## config.mk

```make
export PLATFORM = sky130hd
export DESIGN_NAME = lphf_ram
export DESIGN_NICKNAME = d
export VERILOG_FILES = /design/src/rtl/core/linear_probe_hash_find_core_defines.svh /design/src/rtl/core/lphf_ram.sv
export SDC_FILE = /design/constraint.sdc
export NUM_CORES = 1
export LEC_CHECK = 0
export ABC_AREA = 1
export BUFFER_PORTS_ARGS = -buffer_cell sky130_fd_sc_hd__buf_2
export CAP_MARGIN = 20
export CORE_UTILIZATION = 55
export CTS_CLUSTER_SIZE = 25
export DETAILED_ROUTE_END_ITERATION = 10
export GPL_TIMING_DRIVEN = 0
export PLACE_DENSITY_LB_ADDON = 0.2
export SKIP_CTS_REPAIR_TIMING = 1
export SYNTH_ARGS = -nofsm -noshare
export SYNTH_HDL_FRONTEND = slang
export SYNTH_SLANG_ARGS = --single-unit
```

## constraint.sdc

```tcl
create_clock -name clk_i -period 1.3 [get_ports clk_i]
set_input_delay 0.325 -clock clk_i [delete_from_list [all_inputs] [get_ports clk_i]]
set_output_delay 0.325 -clock clk_i [all_outputs]
set_load 0.01 [all_outputs]
```

## src/rtl/core/linear_probe_hash_find_core_defines.svh

```systemverilog
// ----------------------------------------------------------------------------
// Assertion macros for the linear probe hash find core
// Shorthand for the concurrent checks at the end of the top level.
// ----------------------------------------------------------------------------
`ifndef LINEAR_PROBE_HASH_FIND_CORE_DEFINES_SVH
`define LINEAR_PROBE_HASH_FIND_CORE_DEFINES_SVH

// A property that must hold at every clock edge outside reset.
`define LPHF_ASSERT(lbl, prop, msg) \
  lbl: assert property (@(posedge clk_i) disable iff (!rst_ni) prop) else $error(msg);

// A condition that must never be seen outside reset.
`define LPHF_ASSERT_NEVER(lbl, cond, msg) \
  lbl: assert property (@(posedge clk_i) disable iff (!rst_ni) !(cond)) else $error(msg);

`endif

```

## src/rtl/core/lphf_ram.sv

```systemverilog
// ----------------------------------------------------------------------------
// Generic RAM
// One write port and one read port, read data registered.
// ----------------------------------------------------------------------------
`default_nettype none

module lphf_ram #(
  parameter int WIDTH = 8,
  parameter int DEPTH = 16
) (
  input  wire logic                     clk_i,
  input  wire logic                     we_i,
  input  wire logic [$clog2(DEPTH)-1:0] waddr_i,
  input  wire logic [WIDTH-1:0]         wdata_i,
  input  wire logic                     re_i,
  input  wire logic [$clog2(DEPTH)-1:0] raddr_i,
  output      logic [WIDTH-1:0]         rdata_o
);

  logic [WIDTH-1:0] mem_q [DEPTH];

  // Write port.
  always_ff @(posedge clk_i) begin
    if (we_i) begin
      mem_q[waddr_i] <= wdata_i;
    end
  end

  // Registered read port.
  always_ff @(posedge clk_i) begin
    if (re_i) begin
      rdata_o <= mem_q[raddr_i];
    end
  end

endmodule

`default_nettype wire

```

==> impl_metrics.py, run 1 <==
metrics = {
    "min_path": {
        "hold_class": "in -> reg",
        "min_to": "rdata_o[3]",
        "whs_path_depth": 1,
        "min_from": "re_i",
    },
    "synth": {
        "yosysTopAreaCellShare_pct": 69.8,
        "syn_inst": 551,
        "netlist_top_cells_count": "nand2_1 (173), edfxtp_1 (136), inv_1 (100), nand3_1 (97), nor2_1 (17)",
        "ys_ff_latch": 136,
        "synth_area_leader_cell": "edfxtp_1",
        "synth.area.top_cells": "edfxtp_1 (70%), nand2_1 (11%), nand3_1 (8.3%)",
        "ys_types": 11,
        "synth.most_common_cell": "nand2_1",
        "synth_ff_type": "edfxtp_1",
        "synth-edff-count": 136,
        "ys_seq_area_share_pct": 69.8,
        "syn_nets": 570,
        "yosysWarnings": 0,
        "syn_area_per_cell_um2": 10.6,
        "synthArstFlopShare_pct": 0,
        "synth_area_um2": 5850,
    },
    "grt": {
        "grt_use_total_pct": 27.2,
        "grt_pass1_vias": 3783,
        "antenna_found_initial": 0,
        "grt-ovfl-total": 0,
        "grt_pass1_wl_um": 21100,
        "grt_max_degree": 17,
    },
    "sta": {
        "finalHoldViolCount": 0,
        "fin_crit_ns": 1.35,
        "layout_setup_ws_ns": -0.0456,
        "slew_headroom_pct": 45.1,
        "rsz0062_at_grt": "yes",
        "finalSetupViolCount": 8,
        "final.setup_skew_ns": 0.00477,
        "fmaxAchievable_mhz": 743,
        "drv_slew": 0,
        "worstMarginPinSlew_ns": 0.821,
        "fin_setup_tns_ns": -0.264,
        "finalCritPeriodShare_pct": 104,
        "holdWs_ns": 0.162,
    },
    "worst_setup_path": {
        "reg2reg_to": "rdata_o[7]",
        "arrival_ns": 1.02,
        "critPathLaunchType": "flop",
        "r2r-start": "mem_q[14][7]",
        "critPathMaxStageDelay_ns": 0.36,
        "cpLargestDelayFamily": "flip-flops",
        "r2r_slack_ns": 0.11,
        "r2r_cells": 6,
        "crit_buf_inv": 1,
        "criticalPathCategory": "reg -> out",
        "required_ns": 0.98,
        "crit_path_end_kind": "primary output",
        "slowest_stage": "edfxtp_1",
        "path_cells": "buf_2",
        "worst-path-max-fanout": 1,
    },
    "clocking": {
        "clk_pin_slew_ns": 0.06,
        "clockBufferDepth": 2,
        "htree_num_levels": 4,
        "insertion_delay_ns": 0.52,
        "cts_tree": "yes",
        "root_buffer": "clkbuf_8",
        "cts_buffers": 17,
        "cts_sinks": 136,
    },
    "drt": {
        "wl_um": 13800,
        "dr.pass1.iters": 5,
        "vias": 4000,
        "drtIter0Drc": 477,
        "wire_per_inst_um": 18.6,
        "antenna_left": 0,
        "detail_route.vias_per_cell": 5.39,
        "remaining_drc_errors": 0,
    },
    "cells_and_area": {
        "syn2layout_area_growth_pct": 14.2,
        "drive_gt1_share_pct": 12.7,
        "regArea_um2": 4080,
        "nets": 612,
        "instances_no_fill": 742,
        "nFillCells": 785,
        "insertedDiodeCount": 0,
        "multi_input_area_um2": 1220,
    },
    "placed_design": {
        "preCtsSetupSlack_ns": -0.551,
        "place.gp.congestion": 0.841,
        "portBuffers": 23,
        "place_inst": 710,
        "dpl.hpwl_um": 8860,
    },
    "status": {
        "status": "complete, but fails checks",
        "violations": "negative setup slack",
    },
    "die": {
        "die_area_um2": 11000,
        "ios": 27,
        "start_util_pct": 56.6,
        "die_h_um": 105,
        "core_um2": 10300,
        "rows": 37,
        "fp.dieW_um": 105,
    },
    "power_and_ir_drop": {
        "power.density_nw_per_um2": 1490,
        "p_leak_nw": 2.88,
        "peakVddDrop_mv": 1.01,
    },
    "flow_run": {
        "maxCapViolations": 0,
    },
}
-- placed cells by master (no fill, tap or decap), types with 4 or more instances in the layout --
cell       count
buf_2         36
buf_4          4
buf_6          6
clkbuf_1       4
clkbuf_16     16
clkinv_2       4
edfxtp_1     136
inv_1        100
nand2_1      173
nand3_1       97
nor2_1        13
nor2_2         4
-- per-layer routing --
metal  part of all wire [%]  vias to the layer above  global-route usage (%)  wire length (µm)
met4                    2.7                        0                    11.8               367
met1                     40                     1875                    37.4              5580
met2                     47                      237                    41.9              6450
li1                       -                     1863                       -                 -
met3                     10                       25                    6.05              1420
met5                      0                        -                       0                 0
-- through the flow --
| stage | utilization (%) | area, µm² | power [mW] |
|---|---|---|---|
| after detailed placement | 59.4 | 6130 | 5.69 |
| after global placement | 59.4 | 6130 | 5.67 |
| after global routing | 64.7 | 6680 | 10.2 |
| after CTS | 64.6 | 6670 | 9.97 |
| after floorplan | - | 5850 | 5.41 |
| final | 64.7 | 6680 | 9.96 |
-- how the worst max path moves through the flow --
stage,from,endpoint,slack [ns],cells after the start
2_1_floorplan,waddr_i[3],mem_q[4][0],0.02,2
3_3_place_gp,waddr_i[2],mem_q[9][1],-0.49,3
3_5_place_dp,waddr_i[2],mem_q[8][5],-0.55,3
4_1_cts,rdata_o[5],rdata_o[5],-0.06,1
5_1_grt,rdata_o[6],rdata_o[6],-0.08,1
6_report,rdata_o[5],rdata_o[5],-0.05,1
-- kinds of logic (layout without fill, tap and decap cells) --
kind of cell	Yosys count	count (layout)	synth area share [%]
AND/OR/NAND/NOR	289	289	20.8
flip-flops	136	136	69.8
buffers and inverters	126	181	9.39
-- flip-flops by register name, indices dropped and copies added (netlist names) --
name / flops
mem_q: 128
rdata_o: 8
-- worst register-to-register path, stage by stage (launching register included) --
cell and delay (ns):
edfxtp_1 0.36, inv_1 0.07, nand2_1 0.07, nand3_1 0.09, nand3_1 0.10, nand3_1 0.15
nand2_1 0.09
-- area by class of cell --
| type | instances | area share (%) |
|---|---|---|
| sequential | 136 | 61.2 |
| multi-input combinational | 289 | 18.3 |
| clock buffer | 21 | 6.43 |
| inverter | 102 | 5.73 |
| tap | 136 | 2.55 |
| buffer | 24 | 2.49 |
| timing repair buffer | 23 | 1.72 |
| clock inverter | 11 | 1.59 |
-- power by group --
part           total, mW  switching (mW)  internal (mW)
clock network       4.35            1.66           2.69
registers           4.96          0.0224           4.94
logic              0.649           0.464          0.185
total               9.96            2.15           7.82
(Power assumes the default switching activity.)
==> inputs of run 2 (changes only) <==
--- a/config.mk
+++ b/config.mk
@@ -13,6 +13,7 @@
 export DETAILED_ROUTE_END_ITERATION = 10
 export GPL_TIMING_DRIVEN = 0
 export PLACE_DENSITY_LB_ADDON = 0.2
+export SETUP_SLACK_MARGIN = 0.5
 export SKIP_CTS_REPAIR_TIMING = 1
 export SYNTH_ARGS = -nofsm -noshare
 export SYNTH_HDL_FRONTEND = slang
==> impl_metrics.py, run 2 (synthesis results as in run 1) <==
metrics = {
    "clocking": {
        "root_buffer": "clkbuf_8",
        "clk_pin_slew_ns": 0.06,
        "insertion_delay_ns": 0.52,
        "cts_sinks": 136,
        "cts_buffers": 17,
        "clockBufferDepth": 2,
        "htree_num_levels": 4,
        "cts_tree": "yes",
    },
    "worst_setup_path": {
        "crit_path_end_kind": "primary output",
        "criticalPathCategory": "reg -> out",
        "r2r_cells": 6,
        "required_ns": 0.98,
        "crit_buf_inv": 1,
        "r2r-start": "mem_q[10][0]",
        "critPathMaxStageDelay_ns": 0.35,
        "cpLargestDelayFamily": "flip-flops",
        "reg2reg_to": "rdata_o[0]",
        "slowest_stage": "edfxtp_1",
        "arrival_ns": 1.02,
        "critPathLaunchType": "flop",
        "critPathLaunch": "rdata_o[7]",
        "path_cells": "buf_2",
        "r2r_slack_ns": 0.18,
        "worst-path-max-fanout": 1,
    },
    "grt": {
        "grt_max_degree": 17,
        "grt_pass1_wl_um": 21000,
        "antenna_found_initial": 0,
        "grt_use_total_pct": 26.9,
        "grt_pass1_vias": 3806,
        "grt-ovfl-total": 0,
    },
    "min_path": {
        "hold_class": "in -> reg",
        "whs_path_depth": 1,
        "min_to": "rdata_o[0]",
        "min_from": "re_i",
    },
    "cells_and_area": {
        "largest_reg_flops": 128,
        "nFillCells": 714,
        "insertedDiodeCount": 0,
        "drive_gt1_share_pct": 33.5,
        "instances_no_fill": 751,
        "syn2layout_area_growth_pct": 27.9,
        "final_common_cell": "edfxtp_1",
        "top_register": "mem_q",
        "mostFrequentLayoutCells": "edfxtp_1 (136), nand2_1 (129), inv_1 (93)",
        "nets": 622,
        "top_regs": "mem_q: 128 flops, rdata_o: 8 flops",
    },
    "sta": {
        "slew_headroom_pct": 72.8,
        "final.setup_skew_ns": 0.00398,
        "layout_setup_ws_ns": -0.0414,
        "finalSetupViolCount": 8,
        "rsz0062_at_grt": "yes",
        "worstMarginPinSlew_ns": 0.408,
        "fin_crit_ns": 1.34,
        "fmaxAchievable_mhz": 745,
        "drv_slew": 0,
        "finalCritPeriodShare_pct": 103,
        "finalHoldViolCount": 0,
    },
    "drt": {
        "dr.pass1.iters": 5,
        "vias": 4081,
        "detail_route.vias_per_cell": 5.43,
        "antenna_left": 0,
        "wire_per_inst_um": 19.2,
        "drtIter0Drc": 389,
        "wl_um": 14400,
        "remaining_drc_errors": 0,
    },
    "placed_design": {
        "portBuffers": 23,
        "dpl.hpwl_um": 8810,
        "place_inst": 710,
        "place.gp.congestion": 0.896,
    },
    "die": {
        "die_area_um2": 11000,
        "rows": 37,
        "core_um2": 10300,
        "die_h_um": 105,
        "start_util_pct": 56.6,
        "fp.dieW_um": 105,
        "ios": 27,
    },
    "power_and_ir_drop": {
        "peakVddDrop_mv": 0.866,
        "power.density_nw_per_um2": 1390,
        "p_leak_nw": 3.14,
        "finalPower_mw": 10.4,
    },
    "status": {
        "status": "complete, but fails checks",
        "violations": "negative setup slack",
    },
    "flow_run": {
        "maxCapViolations": 0,
    },
}
-- run 2: cell count changes in the layout (fill, tap and decap cells not counted), moves of 7 or more --
cell     change
nand2_1     -44
buf_2       -11
inv_1        -7
nor2_4      +17
buf_6       +16
nor2_1      -13
nand2_2     +40
nand3_2     +52
nand3_1     -53
-- run 2: area by class of cell --
| cell class | count | area, µm² | area share, % |
|---|---|---|---|
| Buffer | 24 | 251 | 3.36 |
| Clock buffer | 19 | 422 | 5.64 |
| Clock inverter | 12 | 134 | 1.79 |
| Inverter | 102 | 395 | 5.29 |
| Multi-Input combinational cell | 289 | 1740 | 23.3 |
| Sequential cell | 136 | 4080 | 54.6 |
| Tap cell | 136 | 170 | 2.28 |
| Timing Repair Buffer | 33 | 277 | 3.70 |
-- run 2: through the flow --
step / hold WS (ns) / cell area [µm²] / TNS [ns] / utilization, % / worst slack (ns)
after global routing: 0.160 / 7480 / -0.554 / 72.4 / -0.0860
after detailed placement: 0.694 / 6390 / -22.27 / 61.9 / -0.372
final: 0.167 / 7480 / -0.269 / 72.4 / -0.0414
after CTS: 0.158 / 6950 / -0.366 / 67.3 / -0.0553
after global placement: 0.691 / 6390 / -21.89 / 61.9 / -0.391
after floorplan: 0.424 / 6110 / 0 / - / 0.101
-- run 2: layer usage --
metal  vias to the layer above  global-route usage [%]  share of wire (%)
met3                        35                    7.05                8.2
li1                       1886                       -                  -
met4                         0                    11.4                2.8
met1                      1946                    37.5                 42
met5                         -                       0                  0
met2                       214                    40.2                 47
-- run 2: worst max-delay path by stage --
stage	endpoint	slack, ns	cells past startpoint
global route	rdata_o[6]	-0.09	1
detailed placement	mem_q[7][1]	-0.37	3
floorplan	mem_q[10][0]	0.10	2
CTS	rdata_o[3]	-0.06	1
finish	rdata_o[7]	-0.04	1
global placement	mem_q[7][1]	-0.39	3
-- run 2: power breakdown --
group          total [mW]  internal, mW  switching (mW)  leakage (nW)
clock network        4.57          2.87            1.70         0.274
logic               0.871         0.291           0.579          1.63
registers            4.97          4.94          0.0248          1.24
