===== src/rtl/core/linear_probe_hash_find_core_defines.svh =====
// ----------------------------------------------------------------------------
// Assertion macros for the linear probe hash find core
// Shorthand for the concurrent checks at the end of the top level.
// ----------------------------------------------------------------------------
`ifndef LINEAR_PROBE_HASH_FIND_CORE_DEFINES_SVH
`define LINEAR_PROBE_HASH_FIND_CORE_DEFINES_SVH

// A property that must hold at every clock edge outside reset.
`define LPHF_ASSERT(lbl, prop, msg) \
  lbl: assert property (@(posedge clk_i) disable iff (!rst_ni) prop) else $error(msg);

// A condition that must never be seen outside reset.
`define LPHF_ASSERT_NEVER(lbl, cond, msg) \
  lbl: assert property (@(posedge clk_i) disable iff (!rst_ni) !(cond)) else $error(msg);

`endif


===== src/rtl/core/lphf_pkg.sv =====
// ----------------------------------------------------------------------------
// Linear probe hash find package
// Sizes, codes, state type and the bundles passed to the remainder unit.
// ----------------------------------------------------------------------------
`default_nettype none

package lphf_pkg;

  // Table geometry and field widths.
  localparam int TABLE_DEPTH = 1024;
  localparam int POS_W       = 10;
  localparam int SIZE_W      = 11;
  localparam int KEY_W       = 31;
  localparam int SLOT_ST_W   = 2;
  localparam int OUTCOME_W   = 2;
  localparam int ENTRY_W     = SLOT_ST_W + KEY_W;
  localparam int DIV_CNT_W   = $clog2(KEY_W);

  // Command codes.
  localparam logic CMD_WRITE = 1'b0;
  localparam logic CMD_FIND  = 1'b1;

  // Slot state codes.
  localparam logic [SLOT_ST_W-1:0] SLOT_VALID   = 2'd0;
  localparam logic [SLOT_ST_W-1:0] SLOT_EMPTY   = 2'd1;
  localparam logic [SLOT_ST_W-1:0] SLOT_DELETED = 2'd2;

  // Outcome codes.
  localparam logic [OUTCOME_W-1:0] OUT_FOUND = 2'd0;
  localparam logic [OUTCOME_W-1:0] OUT_FREE  = 2'd1;
  localparam logic [OUTCOME_W-1:0] OUT_FULL  = 2'd2;

  // Controller states.
  typedef enum logic [2:0] {
    S_CLEAR,
    S_IDLE,
    S_HASH,
    S_PROBE,
    S_DONE
  } state_e;

  // Request to the remainder unit.
  typedef struct packed {
    logic              start;
    logic [KEY_W-1:0]  dividend;
    logic [SIZE_W-1:0] divisor;
  } mod_req_t;

  // Answer from the remainder unit.
  typedef struct packed {
    logic             done;
    logic [POS_W-1:0] rem;
  } mod_rsp_t;

endpackage

`default_nettype wire


===== src/rtl/core/lphf_mod.sv =====
// ----------------------------------------------------------------------------
// Remainder unit
// Restoring key modulo table size, one dividend bit per cycle.
// ----------------------------------------------------------------------------
`default_nettype none

module lphf_mod
  import lphf_pkg::*;
(
  input  wire logic     clk_i,
  input  wire logic     rst_ni,
  input  wire mod_req_t req_i,
  output      mod_rsp_t rsp_o
);

  logic                 busy_q, busy_d;
  logic                 done_q, done_d;
  logic [DIV_CNT_W-1:0] cnt_q, cnt_d;
  logic [KEY_W-1:0]     dvd_q, dvd_d;
  logic [SIZE_W-1:0]    div_q, div_d;
  logic [SIZE_W-1:0]    rem_q, rem_d;
  logic [SIZE_W:0]      trial;

  // One shift and conditional subtract per cycle.
  always_comb begin
    busy_d = busy_q;
    done_d = 1'b0;
    cnt_d  = cnt_q;
    dvd_d  = dvd_q;
    div_d  = div_q;
    rem_d  = rem_q;
    trial  = {rem_q, dvd_q[KEY_W-1]};
    if (req_i.start) begin
      busy_d = 1'b1;
      cnt_d  = '0;
      dvd_d  = req_i.dividend;
      div_d  = req_i.divisor;
      rem_d  = '0;
    end else if (busy_q) begin
      if (trial >= {1'b0, div_q}) begin
        rem_d = SIZE_W'(trial - {1'b0, div_q});
      end else begin
        rem_d = SIZE_W'(trial);
      end
      dvd_d = {dvd_q[KEY_W-2:0], 1'b0};
      cnt_d = cnt_q + 1'b1;
      if (cnt_q == DIV_CNT_W'(KEY_W - 1)) begin
        busy_d = 1'b0;
        done_d = 1'b1;
      end
    end
  end

  // Control registers.
  always_ff @(posedge clk_i or negedge rst_ni) begin
    if (!rst_ni) begin
      busy_q <= 1'b0;
      done_q <= 1'b0;
      cnt_q  <= '0;
    end else begin
      busy_q <= busy_d;
      done_q <= done_d;
      cnt_q  <= cnt_d;
    end
  end

  // Operand registers.
  always_ff @(posedge clk_i) begin
    dvd_q <= dvd_d;
    div_q <= div_d;
    rem_q <= rem_d;
  end

  assign rsp_o.done = done_q;
  assign rsp_o.rem  = rem_q[POS_W-1:0];

endmodule

`default_nettype wire

===== config.mk =====
export PLATFORM = sky130hd
export DESIGN_NAME = lphf_mod
export DESIGN_NICKNAME = d
export VERILOG_FILES = /design/src/rtl/core/linear_probe_hash_find_core_defines.svh /design/src/rtl/core/lphf_pkg.sv /design/src/rtl/core/lphf_mod.sv
export SDC_FILE = /design/constraint.sdc
export NUM_CORES = 1
export LEC_CHECK = 0
export ABC_AREA = 1
export ABC_CLOCK_PERIOD_IN_PS = 4200
export BUFFER_PORTS_ARGS = -buffer_cell sky130_fd_sc_hd__buf_2
export CORE_ASPECT_RATIO = 1.2
export CORE_MARGIN = 2
export CORE_UTILIZATION = 61
export DETAILED_ROUTE_END_ITERATION = 8
export HOLD_SLACK_MARGIN = 0.06
export PLACE_DENSITY = 0.87
export SYNTH_ARGS = -nofsm -noshare
export SYNTH_HDL_FRONTEND = slang
export SYNTH_SLANG_ARGS = --single-unit

===== constraint.sdc =====
create_clock -name clk_i -period 4.2 [get_ports clk_i]
set_input_delay 0.84 -clock clk_i [delete_from_list [all_inputs] [get_ports clk_i]]
set_output_delay 0.84 -clock clk_i [all_outputs]
set_load 0.02 [all_outputs]

==> results of run 1 <==
==> metrics by stage <==
step | setup slack (ns) | instances | util, % | total power (uW)
2_1_floorplan | 1.99 | 406 | - | 1490
3_3_place_gp | 1.74 | 502 | 66.9 | 1570
3_5_place_dp | 1.69 | 502 | 66.9 | 1610
4_1_cts | 1.99 | 518 | 70.4 | 2110
5_1_grt | 1.81 | 518 | 70.4 | 2240
6_report | 1.95 | 518 | 70.4 | 2110
==> area by class of cell <==
class | count | area [sq um] | share of cell area (%)
Clock inverter | 6 | 55.1 | 1.49
Clock buffer | 10 | 128 | 3.45
Multi-Input combinational cell | 263 | 1270 | 34.3
Timing Repair Buffer | 57 | 290 | 7.84
Sequential cell | 60 | 1660 | 44.7
Tap cell | 62 | 77.6 | 2.09
Inverter | 60 | 225 | 6.08
==> worst paths after layout <==
check | startpoint | end | slack, ns | cells after the start
max in group asynchronous | rst_ni | cnt_q[2] | 3.73 | 1
min reg2reg | rem_q[10] | rem_q[10] | 0.47 | 2
min in group clk_i | rem_q[10] | rem_q[10] | 0.47 | 2
max | div_q[9] | rem_q[4] | 1.95 | 9
max reg2reg | div_q[9] | rem_q[4] | 1.95 | 9
min | rst_ni | cnt_q[0] | 0.32 | 1
==> metal layers <==
layer	global-route usage (%)	share of wire, %	vias up	wire length, microns
met3	6.96	5.3	22	353
li1	-	-	1368	-
met4	11.3	2.8	0	183
met1	28.5	42	1252	2760
met5	0	0	-	0
met2	39.6	50	96	3350
==> critical path, delay by kind of cell, from the launching register on <==
family                     cells  cell delay (ns)
buffers and inverters          1             0.06
adders and majority gates      1             0.26
DFF                            1             0.37
and+or+nand+nor                5             0.81
AOI/OAI and AO/OA              2             0.67
==> state kept, by name, summed over array words and instances (netlist names) <==
register / cells
rem_q: 11
cnt_q: 5
done_q: 1
div_q: 11
busy_q: 1
dvd_q: 31
==> kinds of logic (layout without fill, tap and decap cells) <==
group,Yosys count,after routing,share of synthesized area (%)
adder cells (fa/ha/maj),14,14,5.53
XOR/XNOR,3,3,0.796
AO/OA/AOI/OAI,16,16,2.61
buffers and inverters,83,133,11.4
flip-flops,60,60,50.2
AND/OR/NAND/NOR,230,230,29.5
==> placed cells by master (no fill, tap or decap) <==
cell	instances
a21oi_1	8
a21oi_2	1
and3_1	1
buf_2	55
buf_4	2
bufinv_16	1
clkbuf_1	1
clkbuf_8	9
clkinv_1	2
clkinv_2	2
clkinvlp_4	1
dfrtp_1	7
dfxtp_1	11
edfxtp_1	42
fa_1	1
ha_1	13
inv_1	58
inv_2	2
nand2_1	167
nand2_2	4
nand3_1	25
nand3_2	4
nand4_1	14
nor2_1	10
nor2_2	1
nor3_1	3
o21ai_0	2
o21ai_1	4
o31ai_1	1
or2_0	1
xnor2_1	2
xor2_1	1
==> where the power goes <==
part / switching [uW] / internal, uW / total, uW / leakage (uW)
logic: 531 / 303 / 834 / 0.00127
registers: 55.6 / 724 / 780 / 0.000631
clock network: 227 / 268 / 495 / 0.0000911
total: 814 / 1300 / 2110 / 0.00200
==> impl_metrics.csv, run 1 <==
group,metric,value,unit
finish,drive_above_1_share,18.0,%
clocking,hold_buffers,0,
clocking,numCtsBuffers,9,
timing,tns,0,ns
routing,wirelength,6.64,mm
logic_synthesis,synth_top_area_share,38.2,%
logic_synthesis,synth_cell_type_count,28,
global_routing,grtUsageTotal,24.0,%
logic_synthesis,synth.net_count,465,
logic_synthesis,yosys-top-cells-area,"edfxtp_1 (38%), nand2_1 (19%), dfxtp_1 (6.7%), inv_1 (6.6%), dfrtp_1 (5.3%)",
global_routing,antenna_found_initial,0,
logic_synthesis,yosys.area.top_type,"edfxtp_1",
logic_synthesis,yosysMostFrequentCell,"nand2_1",
clocking,clockBufferDepth,2,
timing,tightest_slew,0.860,ns
clocking,clk_pin_slew,0.07,ns
finish,syn_to_final_growth,12.1,%
setup_path,crit_chain,"inv_1 -> ha_1 -> nand2_1 -> nand2_1 -> a21oi_2 -> nand3_2 -> nand2_1 -> nand3_1 -> o21ai_1",
floorplanning,die_y,84.6,microns
timing,rsz0062_at_grt,"false",
timing,hold-worst-slack,0.317,ns
power_and_ir_drop,ir_drop,0.000330,V
timing,clock_skew,0.00517,ns
job,maxCapViolations,0,
global_routing,grt_pass1_vias,2588,
global_routing,grt_max_degree,45,
clocking,post_cts_resized,0,
logic_synthesis,netlist_area,3300,sq um
routing,first_pass_iters,5,
finish,nNetsFinal,510,
logic_synthesis,postSynthAreaPerCell,8.14,sq um
hold_path,hp-class,"in -> async",
logic_synthesis,synth_seq_area_share,50.2,%
logic_synthesis,async_flop_share,11.7,%
setup_path,cp.arrival,2.52,ns
routing,wl_per_cell,12.8,microns
timing,period_needed,2.25,ns
logic_synthesis,synthTopCellsByCount,"nand2_1 (167), inv_1 (58), edfxtp_1 (42)",
timing,slew_viol_final,0,
floorplanning,die_x,71.2,microns
logic_synthesis,yosys_warnings,0,
logic_synthesis,synth_edf_count,42,
power_and_ir_drop,powerDensity,569,nW/um^2
clocking,cts_sinks,60,
clocking,clock_latency,0.34,ns
place,hpwlAfterDp,4.61,mm
routing,via_per_inst,5.29,
global_routing,grt_pass1_wl,11.2,mm
routing,vias,2738,
setup_path,end_kind,"flop",
setup_path,critical_path_class,"reg -> reg",
timing,fmax,0.445,GHz
routing,drt-initial-drc-count,283,
logic_synthesis,synthFlopType,"edfxtp_1",
clocking,cts_root_buf,"clkbuf_8",
floorplanning,start_util,62.8,%
place,place_congestion,0.958,
global_routing,gr-total-overflow,0,
setup_path,path_max_fanout,12,
routing,drcViolationCount,0,
logic_synthesis,synthCells,406,
clocking,cts_setup_buffers,0,
setup_path,path_common_cell,"nand2_1",
finish,nFillCells,420,
setup_path,cp-start-kind,"flop",
floorplanning,placementRows,29,
clocking,cts_tree,"yes",
setup_path,critPathSlowestCell,"a21oi_2",
timing,hold_viol,0,
timing,min_period_over_period,53.5,%
floorplanning,pin_count,56,
setup_path,cpPeakStageDelay,0.55,ns
clocking,cts_max_level,3,
timing,slew_headroom,42.6,%
place,numPortBuffers,55,
floorplanning,core_area,5260,sq um
outcome,status,"completed",
power_and_ir_drop,leakagePower,0.00200,uW
place,placed_area,3520,sq um
finish,antenna_cells,0,
finish,fin_area,3700,sq um
timing,setup_viol,0,
setup_path,crit_required,4.47,ns
routing,ant_nets,0,
floorplanning,die_area,6020,sq um
logic_synthesis,synth_seq_cells,60,
Note: power is estimated with default switching activity, not from simulation.
==> run 2: changes to the inputs <==
--- a/config.mk
+++ b/config.mk
@@ -6,14 +6,14 @@
 export NUM_CORES = 1
 export LEC_CHECK = 0
 export ABC_AREA = 1
-export ABC_CLOCK_PERIOD_IN_PS = 4200
+export ABC_CLOCK_PERIOD_IN_PS = 2200
 export BUFFER_PORTS_ARGS = -buffer_cell sky130_fd_sc_hd__buf_2
 export CORE_ASPECT_RATIO = 1.2
 export CORE_MARGIN = 2
-export CORE_UTILIZATION = 61
+export CORE_UTILIZATION = 56
 export DETAILED_ROUTE_END_ITERATION = 8
 export HOLD_SLACK_MARGIN = 0.06
-export PLACE_DENSITY = 0.87
+export PLACE_DENSITY = 0.81
 export SYNTH_ARGS = -nofsm -noshare
 export SYNTH_HDL_FRONTEND = slang
 export SYNTH_SLANG_ARGS = --single-unit
==> constraint.sdc (replaced) <==
create_clock -name clk_i -period 2.2 [get_ports clk_i]
set_input_delay 0.44 -clock clk_i [delete_from_list [all_inputs] [get_ports clk_i]]
set_output_delay 0.44 -clock clk_i [all_outputs]
set_load 0.02 [all_outputs]
==> impl_metrics.csv, run 2 (synthesis results as in run 1) <==
group,metric,value,unit
power_and_ir_drop,leakagePower,0.00204,uW
finish,drive_above_1_share,19.1,%
finish,largest_register_ffs,31,
finish,regMostFlops,"dvd_q",
floorplanning,start_util,58.3,%
finish,antenna_cells,0,
place,numPortBuffers,55,
setup_path,path_max_fanout,11,
finish,reg_top3,"dvd_q: 31 flops, div_q: 11 flops, rem_q: 11 flops",
finish,mostFrequentLayoutCells,"nand2_1 (167), inv_1 (58), buf_2 (55)",
global_routing,grt_pass1_wl,11.3,mm
floorplanning,die_y,88.1,microns
clocking,clk_pin_slew,0.07,ns
clocking,numCtsBuffers,9,
power_and_ir_drop,ir_drop,0.000459,V
setup_path,cp.arrival,2.22,ns
timing,setup_viol,0,
timing,clock_skew,0.00517,ns
finish,register_area,1660,sq um
global_routing,grt_pass1_vias,2569,
setup_path,crit_start,"dvd_q[30]",
place,place_congestion,0.921,
job,maxCapViolations,0,
finish,fin_cells,541,
setup_path,reg2reg_setup_slack,0.19,ns
floorplanning,die_x,74.1,microns
finish,fin_area,3810,sq um
finish,layout_commonest_cell,"nand2_1",
place,hpwlAfterDp,4.65,mm
clocking,clock_latency,0.33,ns
setup_path,cp-start-kind,"flop",
setup_path,reg2regPathDepth,11,
finish,multi_input_area,1270,sq um
finish,nNetsFinal,515,
clocking,cts_sinks,60,
timing,period_needed,2.01,ns
global_routing,grtUsageTotal,23.0,%
clocking,hold_buffers,1,
floorplanning,die_area,6530,sq um
timing,hold-worst-slack,0.279,ns
hold_path,hp-class,"in -> reg",
routing,first_pass_iters,7,
routing,via_per_inst,4.89,
outcome,status,"completed",
routing,wl_per_cell,12.1,microns
setup_path,rr_startpoint,"dvd_q[30]",
routing,vias,2648,
clocking,cts_setup_buffers,0,
place,placed_area,3590,sq um
finish,final_core_util,67.2,%
setup_path,critical_path_class,"reg -> reg",
setup_path,crit_path_end,"rem_q[0]",
timing,tightest_slew,0.556,ns
routing,drt-initial-drc-count,197,
routing,drcViolationCount,0,
floorplanning,pin_count,56,
clocking,clockBufferDepth,2,
timing,rsz0062_at_grt,"false",
clocking,cts_max_level,3,
routing,ant_nets,0,
clocking,cts_tree,"yes",
setup_path,reg2reg_to,"rem_q[0]",
setup_path,crit_required,2.41,ns
global_routing,gr-total-overflow,0,
finish,nFillCells,469,
timing,slew_headroom,62.8,%
power_and_ir_drop,powerDensity,1090,nW/um^2
timing,slew_viol_final,0,
timing,fmax,0.496,GHz
timing,min_period_over_period,91.6,%
clocking,post_cts_resized,0,
global_routing,grt_max_degree,41,
global_routing,antenna_found_initial,0,
floorplanning,core_area,5670,sq um
floorplanning,placementRows,30,
place,place_inst,524,
finish,syn_to_final_growth,15.4,%
timing,hold_viol,0,
clocking,cts_root_buf,"clkbuf_8",
routing,wirelength,6.54,mm
setup_path,end_kind,"flop",
timing,tns,0,ns
run 2: cell types whose count changed in the layout (fill, tap and decap cells not counted), sizes merged:
cell,before,now
clkinv,4,5
clkinvlp,1,0
clkbuf,10,9
dlygate4sd3,0,1
bufinv,1,2
buf,57,61
run 2: power breakdown:
group          leakage (uW)  total [uW]  switching [uW]  internal, uW
sequential         0.000631        1490             107          1380
combinational       0.00130        1610            1010           601
clock              0.000111        1070             432           633
total               0.00204        4160            1540          2620
run 2: worst min-delay path by stage:
stage,startpoint,to,depth (start not counted)
finish,req_i[8],div_q[8],1
global route,req_i[8],div_q[8],1
CTS,req_i[7],div_q[7],1
detailed placement,rst_ni,done_q,1
global placement,rst_ni,done_q,1
floorplan,rst_ni,busy_q,0
run 2: worst max-delay path, stage by stage, from the launching register on:
cell	delay [ns]
edfxtp_1	0.34
inv_1	0.06
ha_1	0.23
fa_1	0.40
inv_1	0.09
nand3_1	0.09
nand3_1	0.12
nand2_2	0.06
nand3_2	0.22
nand2_1	0.10
nand3_1	0.09
o21ai_0	0.10
run 2: layout make-up:
type	instances	share of cell area, %
Inverter	60	5.91
Timing Repair Buffer	62	9.00
Multi-Input combinational cell	263	33.4
Clock inverter	7	2.40
Clock buffer	9	3.25
Sequential cell	60	43.5
Tap cell	80	2.63
run 2: metal layers:
metal  track usage [%]  routed length, microns
met3              7.36                     390
met2              38.4                    3270
met4              8.26                     123
met5                 0                       0
met1              27.7                    2760
run 2: per-stage QoR:
step	total power, uW	setup WS (ns)
after floorplan	2850	0.388
after global placement	3040	0.359
after detailed placement	3090	0.272
after CTS	4180	0.219
after global routing	4480	0.0499
final	4160	0.186
